$ cat src/hdl/ajb_pkg.sv
// Shared types and constants for the audio jitter buffer playout unit.
package ajb_pkg;

  localparam int ACTION_W           = 2;
  localparam int FRAME_W            = 32;
  localparam int SLOT_W             = 6;
  localparam int STATUS_W           = 3;
  localparam int THR_W              = 6;
  localparam int DEFAULT_RING_DEPTH = 64;
  localparam logic [THR_W-1:0] THR_RESET = 6'd24;

  typedef enum logic [ACTION_W-1:0] {
    ACT_PUSH = 2'd0,
    ACT_PULL = 2'd1,
    ACT_WIPE = 2'd2
  } action_t;

  typedef enum logic [STATUS_W-1:0] {
    ST_PLAYING = 3'd0,
    ST_EMPTY   = 3'd1,
    ST_FILLING = 3'd2,
    ST_STARTED = 3'd3,
    ST_GAP     = 3'd4,
    ST_OTHER   = 3'd5
  } status_t;

  typedef enum logic [2:0] {
    S_IDLE,
    S_EVAL,
    S_SCAN,
    S_RDA,
    S_RDB,
    S_CMP,
    S_EMIT
  } seq_state_t;

  typedef struct packed {
    logic [SLOT_W-1:0] play_slot;
    logic              silence;
    status_t           status;
    logic              pushed_ok;
  } result_t;

endpackage

$ cat src/hdl/ajb_if.sv
// Handshake channels of the jitter buffer: request, result and config words.
interface ajb_req_if;
  logic                         valid;
  logic                         ready;
  logic [ajb_pkg::ACTION_W-1:0] action;
  logic [ajb_pkg::FRAME_W-1:0]  frame_number;

  modport source (output valid, action, frame_number, input ready);
  modport sink   (input valid, action, frame_number, output ready);
endinterface

interface ajb_rsp_if;
  logic                         valid;
  logic                         ready;
  logic [ajb_pkg::SLOT_W-1:0]   play_slot;
  logic                         silence;
  logic [ajb_pkg::STATUS_W-1:0] status;
  logic                         pushed_ok;

  modport source (output valid, play_slot, silence, status, pushed_ok, input ready);
  modport sink   (input valid, play_slot, silence, status, pushed_ok, output ready);
endinterface

interface ajb_cfg_if;
  logic                      valid;
  logic                      ready;
  logic [ajb_pkg::THR_W-1:0] start_threshold;

  modport source (output valid, start_threshold, input ready);
  modport sink   (input valid, start_threshold, output ready);
endinterface

$ cat src/hdl/audio_jitter_buffer_playout_unit.sv
// Audio jitter buffer playout unit: top level with config and output registers.
//
// One request word carries an action: push a received frame number into the
// ring, pull the next slot to play, or wipe the queue. Every request yields
// exactly one result word (play_slot, silence, status, pushed_ok). Requests are
// handled one at a time; a new request is taken while the previous result
// still waits in the output register. A pull while playing that must check
// sequence continuity reads the last played and the head frame numbers one
// after another through the single read port of the ring store. A pull that
// restarts playout scans every queued frame number through that read port,
// one per cycle. The ring store is not cleared after reset; only data of
// slots once written is used. The start_threshold register (reset 24) is
// written through the cfg channel, which is always ready, and should only be
// written while the unit is idle.
module audio_jitter_buffer_playout_unit #(
  parameter int RING_DEPTH = ajb_pkg::DEFAULT_RING_DEPTH
) (
  input  logic      clk,
  input  logic      rst,
  ajb_req_if.sink   req,
  ajb_rsp_if.source rsp,
  ajb_cfg_if.sink   cfg
);

  localparam int PTR_W = $clog2(RING_DEPTH);

  logic [ajb_pkg::THR_W-1:0]   start_threshold;
  logic                        res_valid, res_ready;
  ajb_pkg::result_t            res, out_res;
  logic                        out_valid;
  logic                        mem_we;
  logic [PTR_W-1:0]            mem_waddr, mem_raddr;
  logic [ajb_pkg::FRAME_W-1:0] mem_wdata, mem_rdata;

  // Threshold register; the config word is always taken.
  assign cfg.ready = 1'b1;

  always_ff @(posedge clk) begin
    if (rst) begin
      start_threshold <= ajb_pkg::THR_RESET;
    end else if (cfg.valid) begin
      start_threshold <= cfg.start_threshold;
    end
  end

  ajb_seq #(
    .RING_DEPTH (RING_DEPTH),
    .PTR_W      (PTR_W)
  ) u_seq (
    .clk             (clk),
    .rst             (rst),
    .start_threshold (start_threshold),
    .req             (req),
    .res_valid       (res_valid),
    .res_ready       (res_ready),
    .res             (res),
    .mem_we          (mem_we),
    .mem_waddr       (mem_waddr),
    .mem_wdata       (mem_wdata),
    .mem_raddr       (mem_raddr),
    .mem_rdata       (mem_rdata)
  );

  ajb_ring_mem #(
    .DEPTH  (RING_DEPTH),
    .ADDR_W (PTR_W),
    .DATA_W (ajb_pkg::FRAME_W)
  ) u_mem (
    .clk   (clk),
    .we    (mem_we),
    .waddr (mem_waddr),
    .wdata (mem_wdata),
    .raddr (mem_raddr),
    .rdata (mem_rdata)
  );

  // Output register: decouples the sequencer from a stalled consumer.
  assign res_ready = !out_valid || rsp.ready;

  always_ff @(posedge clk) begin
    if (rst) begin
      out_valid <= 1'b0;
    end else if (res_valid && res_ready) begin
      out_valid <= 1'b1;
    end else if (rsp.ready) begin
      out_valid <= 1'b0;
    end
  end

  always_ff @(posedge clk) begin
    if (res_valid && res_ready) begin
      out_res <= res;
    end
  end

  assign rsp.valid     = out_valid;
  assign rsp.play_slot = out_res.play_slot;
  assign rsp.silence   = out_res.silence;
  assign rsp.status    = out_res.status;
  assign rsp.pushed_ok = out_res.pushed_ok;

endmodule

$ cat src/hdl/ajb_ring_mem.sv
// Frame number ring store: one write port, one registered read port.
module ajb_ring_mem #(
  parameter int DEPTH  = ajb_pkg::DEFAULT_RING_DEPTH,
  parameter int ADDR_W = $clog2(DEPTH),
  parameter int DATA_W = ajb_pkg::FRAME_W
) (
  input  logic              clk,
  input  logic              we,
  input  logic [ADDR_W-1:0] waddr,
  input  logic [DATA_W-1:0] wdata,
  input  logic [ADDR_W-1:0] raddr,
  output logic [DATA_W-1:0] rdata
);

  logic [DATA_W-1:0] mem [DEPTH];

  always_ff @(posedge clk) begin
    if (we) begin
      mem[waddr] <= wdata;
    end
    rdata <= mem[raddr];
  end

endmodule

$ cat src/hdl/ajb_seq.sv
// Playout sequencer: ring pointers, restart scan and gap check over the ring store.
module ajb_seq #(
  parameter int RING_DEPTH = ajb_pkg::DEFAULT_RING_DEPTH,
  parameter int PTR_W      = $clog2(RING_DEPTH)
) (
  input  logic                        clk,
  input  logic                        rst,
  input  logic [ajb_pkg::THR_W-1:0]   start_threshold,
  ajb_req_if.sink                     req,
  output logic                        res_valid,
  input  logic                        res_ready,
  output ajb_pkg::result_t            res,
  output logic                        mem_we,
  output logic [PTR_W-1:0]            mem_waddr,
  output logic [ajb_pkg::FRAME_W-1:0] mem_wdata,
  output logic [PTR_W-1:0]            mem_raddr,
  input  logic [ajb_pkg::FRAME_W-1:0] mem_rdata
);

  localparam int CMP_W = (PTR_W > ajb_pkg::THR_W) ? PTR_W : ajb_pkg::THR_W;
  localparam logic [PTR_W-1:0] LAST_PTR = PTR_W'(RING_DEPTH - 1);
  localparam logic [PTR_W:0]   DEPTH_W1 = (PTR_W+1)'(RING_DEPTH);

  ajb_pkg::seq_state_t state, state_next;

  logic [ajb_pkg::ACTION_W-1:0] act;
  logic [ajb_pkg::FRAME_W-1:0]  frame;
  logic [PTR_W-1:0]             head, tail, last_played;
  logic                         playing, wipe_pending;
  logic [PTR_W-1:0]             scan_ptr, cand, rd_idx;
  logic                         rd_v, have_prev;
  logic [ajb_pkg::FRAME_W-1:0]  prev, a_q;

  logic [PTR_W-1:0] h_eff, tail_inc, tail_dec, h_inc, cand_inc, head_inc;
  logic             play_eff, empty, full, start_ok, scan_done, gap;
  logic [PTR_W:0]   queued_w;
  logic [PTR_W-1:0] queued;

  function automatic logic [PTR_W-1:0] ptr_inc(input logic [PTR_W-1:0] p);
    ptr_inc = (p == LAST_PTR) ? '0 : p + PTR_W'(1);
  endfunction

  // A pending wipe takes effect first on a pull.
  assign h_eff    = wipe_pending ? tail : head;
  assign play_eff = playing && !wipe_pending;
  assign tail_inc = ptr_inc(tail);
  assign tail_dec = (tail == '0) ? LAST_PTR : tail - PTR_W'(1);
  assign h_inc    = ptr_inc(h_eff);
  assign cand_inc = ptr_inc(cand);
  assign head_inc = ptr_inc(head);
  assign empty    = (h_eff == tail);
  assign full     = (tail_inc == head);
  assign queued_w = (tail >= h_eff) ? ({1'b0, tail} - {1'b0, h_eff})
                                    : ({1'b0, tail} + DEPTH_W1 - {1'b0, h_eff});
  assign queued   = queued_w[PTR_W-1:0];
  assign start_ok = CMP_W'(queued) > CMP_W'(start_threshold);
  assign scan_done = (scan_ptr == tail) && !rd_v;
  assign gap      = (a_q + ajb_pkg::FRAME_W'(1)) != mem_rdata;

  // Next state.
  always_comb begin
    state_next = state;
    case (state)
      ajb_pkg::S_IDLE: begin
        if (req.valid) state_next = ajb_pkg::S_EVAL;
      end
      ajb_pkg::S_EVAL: begin
        state_next = ajb_pkg::S_EMIT;
        if (act == ajb_pkg::ACT_PULL && !empty) begin
          if (!play_eff) begin
            if (start_ok) state_next = ajb_pkg::S_SCAN;
          end else if (last_played != h_eff) begin
            state_next = ajb_pkg::S_RDA;
          end
        end
      end
      ajb_pkg::S_SCAN: begin
        if (scan_done) state_next = ajb_pkg::S_EMIT;
      end
      ajb_pkg::S_RDA: state_next = ajb_pkg::S_RDB;
      ajb_pkg::S_RDB: state_next = ajb_pkg::S_CMP;
      ajb_pkg::S_CMP: state_next = ajb_pkg::S_EMIT;
      ajb_pkg::S_EMIT: begin
        if (res_ready) state_next = ajb_pkg::S_IDLE;
      end
      default: state_next = ajb_pkg::S_IDLE;
    endcase
  end

  // Outputs.
  always_comb begin
    req.ready = (state == ajb_pkg::S_IDLE);
    res_valid = (state == ajb_pkg::S_EMIT);
    mem_we    = (state == ajb_pkg::S_EVAL) && (act == ajb_pkg::ACT_PUSH) && !full;
    mem_waddr = tail;
    mem_wdata = frame;
    case (state)
      ajb_pkg::S_RDA: mem_raddr = last_played;
      ajb_pkg::S_RDB: mem_raddr = head;
      default:        mem_raddr = scan_ptr;
    endcase
  end

  // Control state.
  always_ff @(posedge clk) begin
    if (rst) begin
      state        <= ajb_pkg::S_IDLE;
      head         <= '0;
      tail         <= '0;
      last_played  <= '0;
      playing      <= 1'b0;
      wipe_pending <= 1'b0;
    end else begin
      state <= state_next;
      case (state)
        ajb_pkg::S_EVAL: begin
          case (act)
            ajb_pkg::ACT_PUSH: begin
              if (!full) tail <= tail_inc;
            end
            ajb_pkg::ACT_PULL: begin
              wipe_pending <= 1'b0;
              head         <= h_eff;
              if (empty || !play_eff) begin
                playing <= 1'b0;
              end else if (last_played == h_eff) begin
                head <= h_inc;
              end
            end
            ajb_pkg::ACT_WIPE: begin
              wipe_pending <= 1'b1;
              head         <= tail_dec;
            end
            default: ;
          endcase
        end
        ajb_pkg::S_SCAN: begin
          if (scan_done) begin
            playing     <= 1'b1;
            last_played <= cand;
            head        <= cand_inc;
          end
        end
        ajb_pkg::S_CMP: begin
          if (gap) begin
            playing <= 1'b0;
          end else begin
            last_played <= head;
            head        <= head_inc;
          end
        end
        default: ;
      endcase
    end
  end

  // Datapath.
  always_ff @(posedge clk) begin
    case (state)
      ajb_pkg::S_IDLE: begin
        act   <= req.action;
        frame <= req.frame_number;
      end
      ajb_pkg::S_EVAL: begin
        res.play_slot <= '0;
        res.silence   <= 1'b1;
        res.status    <= ajb_pkg::ST_OTHER;
        res.pushed_ok <= (act == ajb_pkg::ACT_PUSH) && !full;
        scan_ptr      <= h_eff;
        cand          <= h_eff;
        have_prev     <= 1'b0;
        rd_v          <= 1'b0;
        if (act == ajb_pkg::ACT_PULL) begin
          if (empty) begin
            res.status <= ajb_pkg::ST_EMPTY;
          end else if (!play_eff) begin
            res.status <= ajb_pkg::ST_FILLING;
          end else if (last_played == h_eff) begin
            res.play_slot <= ajb_pkg::SLOT_W'(h_eff);
            res.silence   <= 1'b0;
            res.status    <= ajb_pkg::ST_PLAYING;
          end
        end
      end
      ajb_pkg::S_SCAN: begin
        // Stream reads from head to tail; data of a slot arrives in the next cycle.
        if (scan_ptr != tail) begin
          scan_ptr <= ptr_inc(scan_ptr);
          rd_idx   <= scan_ptr;
          rd_v     <= 1'b1;
        end else begin
          rd_v <= 1'b0;
        end
        if (rd_v) begin
          if (have_prev && (mem_rdata != prev + ajb_pkg::FRAME_W'(1))) cand <= rd_idx;
          prev      <= mem_rdata;
          have_prev <= 1'b1;
        end
        if (scan_done) begin
          res.play_slot <= ajb_pkg::SLOT_W'(cand);
          res.silence   <= 1'b0;
          res.status    <= ajb_pkg::ST_STARTED;
        end
      end
      ajb_pkg::S_RDB: begin
        a_q <= mem_rdata;
      end
      ajb_pkg::S_CMP: begin
        if (gap) begin
          res.status <= ajb_pkg::ST_GAP;
        end else begin
          res.play_slot <= ajb_pkg::SLOT_W'(head);
          res.silence   <= 1'b0;
          res.status    <= ajb_pkg::ST_PLAYING;
        end
      end
      default: ;
    endcase
  end

endmodule

$ cat src/flat_wrapper.sv
// flat-port wrapper written by rule: the top's interface ports become plain ports
module audio_jitter_buffer_playout_unit_flat 
#(
  parameter int RING_DEPTH = ajb_pkg::DEFAULT_RING_DEPTH
)
  (clk, rst, req_valid, req_action, req_frame_number, req_ready, rsp_valid, rsp_play_slot, rsp_silence, rsp_status, rsp_pushed_ok, rsp_ready, cfg_valid, cfg_start_threshold, cfg_ready);
  ajb_req_if req_i ();
  ajb_rsp_if rsp_i ();
  ajb_cfg_if cfg_i ();
  input  logic clk;
  input  logic rst;
  input wire logic [$bits(req_i.valid)-1:0] req_valid;
  input wire logic [$bits(req_i.action)-1:0] req_action;
  input wire logic [$bits(req_i.frame_number)-1:0] req_frame_number;
  output wire logic [$bits(req_i.ready)-1:0] req_ready;
  output wire logic [$bits(rsp_i.valid)-1:0] rsp_valid;
  output wire logic [$bits(rsp_i.play_slot)-1:0] rsp_play_slot;
  output wire logic [$bits(rsp_i.silence)-1:0] rsp_silence;
  output wire logic [$bits(rsp_i.status)-1:0] rsp_status;
  output wire logic [$bits(rsp_i.pushed_ok)-1:0] rsp_pushed_ok;
  input wire logic [$bits(rsp_i.ready)-1:0] rsp_ready;
  input wire logic [$bits(cfg_i.valid)-1:0] cfg_valid;
  input wire logic [$bits(cfg_i.start_threshold)-1:0] cfg_start_threshold;
  output wire logic [$bits(cfg_i.ready)-1:0] cfg_ready;
  assign req_i.valid = req_valid;
  assign req_i.action = req_action;
  assign req_i.frame_number = req_frame_number;
  assign req_ready = req_i.ready;
  assign rsp_valid = rsp_i.valid;
  assign rsp_play_slot = rsp_i.play_slot;
  assign rsp_silence = rsp_i.silence;
  assign rsp_status = rsp_i.status;
  assign rsp_pushed_ok = rsp_i.pushed_ok;
  assign rsp_i.ready = rsp_ready;
  assign cfg_i.valid = cfg_valid;
  assign cfg_i.start_threshold = cfg_start_threshold;
  assign cfg_ready = cfg_i.ready;
  audio_jitter_buffer_playout_unit #(.RING_DEPTH(RING_DEPTH)) u_core (.clk(clk), .rst(rst), .req(req_i), .rsp(rsp_i), .cfg(cfg_i));
endmodule
$ cat config.mk
export PLATFORM = sky130hd
export DESIGN_NAME = audio_jitter_buffer_playout_unit_flat
export DESIGN_NICKNAME = d
export VERILOG_FILES = /design/src/hdl/ajb_pkg.sv /design/src/hdl/ajb_if.sv /design/src/hdl/audio_jitter_buffer_playout_unit.sv /design/src/hdl/ajb_ring_mem.sv /design/src/hdl/ajb_seq.sv /design/src/flat_wrapper.sv
export SDC_FILE = /design/constraint.sdc
export NUM_CORES = 2
export LEC_CHECK = 0
export ABC_AREA = 1
export BUFFER_PORTS_ARGS = -buffer_cell sky130_fd_sc_hd__buf_2
export CORE_MARGIN = 10
export CORE_UTILIZATION = 58
export CTS_BUF_LIST = sky130_fd_sc_hd__clkbuf_4 sky130_fd_sc_hd__clkbuf_8
export CTS_CLUSTER_DIAMETER = 80
export DETAILED_ROUTE_END_ITERATION = 8
export HOLD_SLACK_MARGIN = 0.03
export PLACE_DENSITY_LB_ADDON = 0.1
export SKIP_LAST_GASP = 1
export SYNTH_ARGS = -nofsm -noshare
export SYNTH_HDL_FRONTEND = slang
export SYNTH_SLANG_ARGS = --single-unit
$ cat constraint.sdc
create_clock -name clk -period 5.9 [get_ports clk]
set_clock_uncertainty 0.15 [all_clocks]
set_input_delay 0.295 -clock clk [delete_from_list [all_inputs] [get_ports clk]]
set_output_delay 0.295 -clock clk [all_outputs]
set_load 0.01 [all_outputs]
### Word-level counts from Yosys, hierarchy flattened

Memory sizes are Yosys's and may differ from the RTL's. A register that Yosys moved wholly into a read port is not among the register bits.
Index checks and enable logic that the tools add are counted.

* register bits: 170
* bits in writable memories: 2048
* input bits: 45
* output and inout port bits: 14
* logic and storage cells: 164
* memories kept: 1

* add/subtract/negate cells: 11
* order comparisons: 2
* equal/unequal tests: 32
* muxes and demuxes: 55
* bitwise gates (word level): 1
* reduce and logical (&&, ||, !) cells: 37

Memories
* u_core.u_mem.mem: words 64, bits a word 32, read ports 1, clocked after Yosys merged registers in 1, write ports 1, RTL line ajb_ring_mem.sv:15 `logic [DATA_W-1:0] mem [DEPTH];`

Operator list (number)
* two-way mux 6 bit: 17
* adder 32 x 1 -> 32 bit, second input constant: 2
* inequality test 32 bit: 2
* case mux 6 bit (2 select lines): 5
* adder 6 x 1 -> 6 bit, second input constant: 6
* equality test 6 bit, second input constant: 5
* two-way mux 10 bit: 3
* two-way mux 3 bit: 10
* case mux 10 bit (3 select lines): 1
* equality test 6 bit: 4
* two-way mux 7 bit: 3
* case mux 3 bit (7 select lines): 1
* inequality test 2 bit, second input constant: 9
* case mux 6 bit (3 select lines): 1
* AND reduction 3 bit: 5
* inequality test 6 bit: 2
* AND reduction 2 bit: 6
* subtractor 6 bit: 2
* two-way mux 1 bit: 10
* equality test 3 bit, second input constant: 3
* logical AND 1 bit: 8
* nonzero test 2 bit: 4
* equality test 3 x 2 -> 1 bit, second input constant: 2
* >= comparator 6 bit: 1
* 18 further kinds: 26

### Logic depth before layout (Yosys ltp)

* word-level depth: 8
* gate-level depth with buffers: 24
* depth with buffers taken out: 23

### Modules after synthesis

From an unflattened synthesis, not the netlist that was laid out.

* cells, all modules: 7983
* area total of the unflattened synthesis: 92875.3 sq um

Modules (own cells, without submodules)
* ajb_ring_mem: instances 1, cells an instance 6769, area each 82786.9 sq um, seq. area each 62139.6 sq um
* ajb_seq: instances 1, cells an instance 1169, area each 9502.9 sq um, seq. area each 4334.2 sq um
* audio_jitter_buffer_playout_unit: instances 1, cells an instance 45, area each 585.6 sq um, seq. area each 470.5 sq um

### Worst setup path before layout

Ideal clock, no wire load.

* path kind: reg-to-reg
* start: register u_core.u_seq.tail[1], in the netlist u_core.u_seq.mem_waddr[1]
* end: memory u_core.u_mem.mem[63][0] (netlist bit) (enable)
* library setup time: 0.461 ns
* data arrival time: 4.119 ns
* required time: 5.289 ns
* slack: 1.170 ns
* stages on the path, launching flop included: 13
* buffers on the path: 2
* clock period less this slack: 4.730 ns
* cells stage by stage: dfxtp_1 -> clkbuf_1 -> inv_1 -> ha_1 -> xor2_1 -> a21oi_1 -> o21ai_0 -> a21oi_1 -> o21a_1 -> nand3_1 -> nand3_1 -> buf_2 -> nor3_1

* word-level cells in the longest chain between the ends: 7
* elaborated cells between the ends (all ways): 8
* classes of those cells: 1 x add/sub; 2 x eq/ne; 3 x mux; 2 x reduce/logical

RTL lines
* from (decl): RTL line ajb_seq.sv:28 `logic [PTR_W-1:0] head, tail, last_played;`
* from (signal assigned): RTL line ajb_seq.sv:119 `if (!full) tail <= tail_inc;`
* adder 6 x 1 -> 6 bit or equality test 6 bit (tied branches): RTL line ajb_seq.sv:40 `ptr_inc = (p == LAST_PTR) ? '0 : p + PTR_W'(1);`
* two-way mux 6 bit (*): RTL line ajb_seq.sv:40
* named net u_core.u_seq.tail_inc[1]: RTL line ajb_seq.sv:34 `logic [PTR_W-1:0] h_eff, tail_inc, tail_dec, h_inc, cand_inc, head_inc;`
* equality test 6 bit (*): RTL line ajb_seq.sv:52 `assign full = (tail_inc == head);`
* logical NOT 1 bit (*): RTL line ajb_seq.sv:94 `mem_we = (state == ajb_pkg::S_EVAL) && (act == ajb_pkg::ACT_PUSH) && !full;`
* logical AND 1 bit (*): RTL line ajb_seq.sv:94
* two-way mux 1 bit (*): RTL line ajb_ring_mem.sv:18 `if (we) begin`
* two-way mux 1 bit (implied by the code) (*): RTL line ajb_ring_mem.sv:19 `mem[waddr] <= wdata;`
* to (decl): RTL line ajb_ring_mem.sv:15

Mark *: on every way through the listed nets, which the timed path passes. The rest lies on a longest branch.

### Worst setup path after layout

* start: register u_core.u_seq.tail[5], in the netlist u_core.u_seq.mem_waddr[5]
* end: memory u_core.u_mem.mem[7][1] (netlist bit) (enable)

* word-level cells in the longest chain between the ends: 7
* elaborated cells between the ends (all ways): 8
* classes of those cells: 1 x add/sub; 2 x eq/ne; 3 x mux; 2 x reduce/logical

RTL lines (RTL line)
* adder 6 x 1 -> 6 bit or equality test 6 bit (tied branches): ajb_seq.sv:40
* two-way mux 6 bit: ajb_seq.sv:40
* equality test 6 bit: ajb_seq.sv:52
* logical NOT 1 bit: ajb_seq.sv:94
* logical AND 1 bit: ajb_seq.sv:94
* two-way mux 1 bit: ajb_ring_mem.sv:18
* two-way mux 1 bit (implied by the code): ajb_ring_mem.sv:19

Several ways; a longest one is shown, not always the timed one.

==> summary.md <==
| Metric | Value |
|---|---|
| Status | finished, final reports clean |
| Fin. Hold Viols | 0 |
| DIE AREA | 177000 µm² |
| Detailed Route Iter0 Violations | 8956 |
| Avg WL per Cell | 25.4 µm |
| Final setup vio count | 0 |
| CTS max path bufs | 4 |
| Port Buffers | 57 |
| IO Pins | 59 |
| Sequential area share after synthesis | 0.719 |
| Mapped Area | 93100 µm² |
| CP most frequent cell | nand3_1 |
| Worst path arrival time | 5260 ps |
| CTS resizes | 0 |
| Tmin final | 4670 ps |
| H-tree lvl count | 5 |
| Critical path's top delay family | simple AND/OR/NAND/NOR gates |
| Post-synth EDFFs | 2188 |
| Register-to-Register Path Depth | 12 |
| Die span in x | 421 µm |
| Pin count of the biggest net entering global routing | 140 |
| Root Buffer | clkbuf_8 |
| Synth warn | 0 |
| VDD IR-drop max | 0.840 mV |
| Required time of the critical path | 6490 ps |
| Measured slew at the worst slew-check pin | 1320 ps |
| Final-stage net count | 8353 |
| CORE AREA | 159000 µm² |
| Critical path cell sequence | inv_1 -> nor3_1 -> inv_2 -> nor2_1 -> nor3b_1 -> o21ai_0 -> a21oi_1 -> nand3_1 -> nand3_1 -> or2_2 -> nor2_4 -> buf_4 |
| Area after DPL | 96100 µm² |
| Post-DRT Antenna Nets | 0 |
| Die Y | 421 µm |
| Starting utilization of the core area | 0.586 |
| CP peak stage delay | 790 ps |
| Grt ovf | 0 |
| Post-route DRC | 0 |
| Asr flop ratio synth | 0 |
| Post-DP HPWL | 152000 µm |
| Mapped Cells | 8057 |
| DR vias/cell | 6.04 |
| RSZ-0062 raised after global routing | false |
| Mapped Nets | 8127 |
| Multi-input gate area | 23600 µm² |
| Max-cap violations | 0 |
| Clock transition at path regs | 60 ps |
| Initial antenna violation count | 12 |
| Commonest non-fill, non-tap cell in the layout | nand2_1 |
| Most frequent cells in the layout | nand2_1 (2517), edfxtp_1 (2188), nand3_1 (1540) |
| GP Congestion | 0.913 |
| Slew margin rel. | 0.119 |
| Synth cell types | 47 |
| Number of CTS-inserted buffers | 373 |
| First-pass GRT wire length | 393000 µm |
| Setup ws final | 1230 ps |
| Hold depth | 4 |
| Maximum fanout along the worst path | 22 |
| Min-Delay Path Class | in2reg |
| Post-route setup TNS | 0 ps |
| Worst skew pair latency | 1070 ps |
| Final core utilization | 0.655 |
| WS Path Type | reg2reg |
| Yosys reg bits | 2250 |
| Gr usage total | 0.301 |
| WL final | 270000 µm |
| DR vias | 64100 |
| Slew Limit Fails | 0 |
| DRT Pass-1 Iters | 8 |
| CP Buf/Inv Count | 3 |
| Crit. End Element | flip-flop |
| Max Fclk | 214 MHz |
| Crit-path slowest cell | nor2_4 |
| Avg Inst Size Synth | 11.6 µm² |
| Register area | 66900 µm² |
| CTS Sinks | 2250 |
| Setup slack at placement | 1220 ps |
| Total setup buffers inserted after CTS | 0 |
| Share of post-route cells with drive strength above 1 | 0.102 |
| Pwr Density | 592 nW/µm² |
| Vias in the first global route | 60100 |
| Lkg Pwr | 37.7 nW |
| Most used DFF post-synth | edfxtp_1 |
| Fill cells | 12000 |
| Final Cycle Share | 0.792 |
| TritonCTS clock tree | done |
| CP startpoint kind | flip-flop |
| Row count | 146 |
| Post-synthesis to final-layout area growth | 11.8% |
| Final instance area | 104000 µm² |
| CP Depth | 12 |
[cell families after synthesis]
group | after synthesis | share of synthesized area
DFF | 2250 | 0.719
buffers and inverters | 753 | 0.0337
and+or+nand+nor | 4488 | 0.204
AOI/OAI and AO/OA | 459 | 0.0318
xor gates and xnor gates | 81 | 0.00777
adders and majority gates | 25 | 0.00344
other | 1 | 0.0000403
[final cells by class]
type,instances,area share
diodes,3,0.0000721
clock buffers,519,0.0605
clock inverters,123,0.00658
inverters,293,0.0107
multi-input cells,5054,0.227
flip-flops and latches,2250,0.643
well taps,2072,0.0249
repair buffers,311,0.0275
[synthesized netlist by cell type, types with 16 or more instances]
library cell     n  share of area
edfxtp_1      2188           0.71
o211ai_1       223          0.018
xnor2_1         28         0.0026
nand2_1       2517           0.10
nand4_1         24         0.0016
dfxtp_1         62          0.013
clkbuf_1       195         0.0079
o21ai_0        130         0.0070
o21ai_1         27         0.0015
ha_1            24         0.0032
buf_2          240          0.013
nor2_1         343          0.014
xor2_1          52         0.0049
nor3_1          20         0.0011
nand3b_1        16         0.0013
inv_1          282          0.011
buf_1           21        0.00085
a21oi_1         42         0.0023
nand3_1       1540          0.083
[path summary, 6_finish.rpt]
check                                                     endpoint                                    from  slack, ps
worst max-delay path              u_core.u_mem.mem[7][1]$_DFFE_PP_  u_core.u_seq.mem_waddr[5]$_SDFFE_PP0P_       1230
worst min-delay path            u_core.u_seq.state[0]$_SDFFE_PP0P_                               req_valid        200
worst max register to register    u_core.u_mem.mem[7][1]$_DFFE_PP_  u_core.u_seq.mem_waddr[5]$_SDFFE_PP0P_       1230
worst min register to register   u_core.rsp.play_slot[5]$_DFFE_PP_          u_core.u_seq.res[10]$_DFFE_PP_        270
[state kept, by name, summed over array words and instances (netlist names), 2 cells and up]
name and count:
u_core.u_seq.last_played 6, u_core.rsp.status 3, u_core.u_seq.res 11, u_core.u_seq.head 6, u_core.u_seq.prev 32, u_core.u_seq.state 3, u_core.u_mem.mem 2048, u_core.u_seq.cand 6
u_core.start_threshold 6, u_core.u_seq.mem_wdata 32, u_core.u_seq.a_q 32, u_core.u_seq.rd_idx 6, u_core.rsp.play_slot 6, u_core.u_seq.mem_waddr 6, u_core.u_seq.scan_ptr 6, u_core.u_seq.act 2
u_core.u_mem.rdata 32
[repair_timing]
| item | 4_1_cts | 5_1_grt |
|---|---|---|
| hold endpoints to repair | 75 | 0 |
| hold buffers | 99 | 0 |
| setup endpoints to repair | 0 | 0 |
[through the flow]
step / std cells / power, mW / hold slack, ps
2_1_floorplan: 8057 / 37.3 / 214
3_3_place_gp: 9881 / 47.8 / 252
3_5_place_dp: 9881 / 48.1 / 255
5_1_grt: 10600 / 64.4 / 189
6_report: 10600 / 61.6 / 203
4_1_cts: 10600 / 61.2 / 94.3
[where the power goes]
part           switching [mW]  internal, mW
sequential              0.798          20.3
combinational            20.6          6.71
clock                    6.06          7.10
[worst register-to-register path, delay by kind of cell, from the launching register on]
kind	cells	cell delay, ps
AND/OR/NAND/NOR	7	2710
buffers and inverters	3	780
flip-flops	1	540
AO/OA/AOI/OAI	2	240
[metal layers]
metal	GRT usage	up-vias	part of all wire
li1	-	28800	-
met1	0.428	31200	0.40
met2	0.451	3535	0.45
met3	0.0633	560	0.11
met4	0.128	2	0.044
met5	0	-	0.000048
Note: power is estimated with default switching activity, not from simulation.
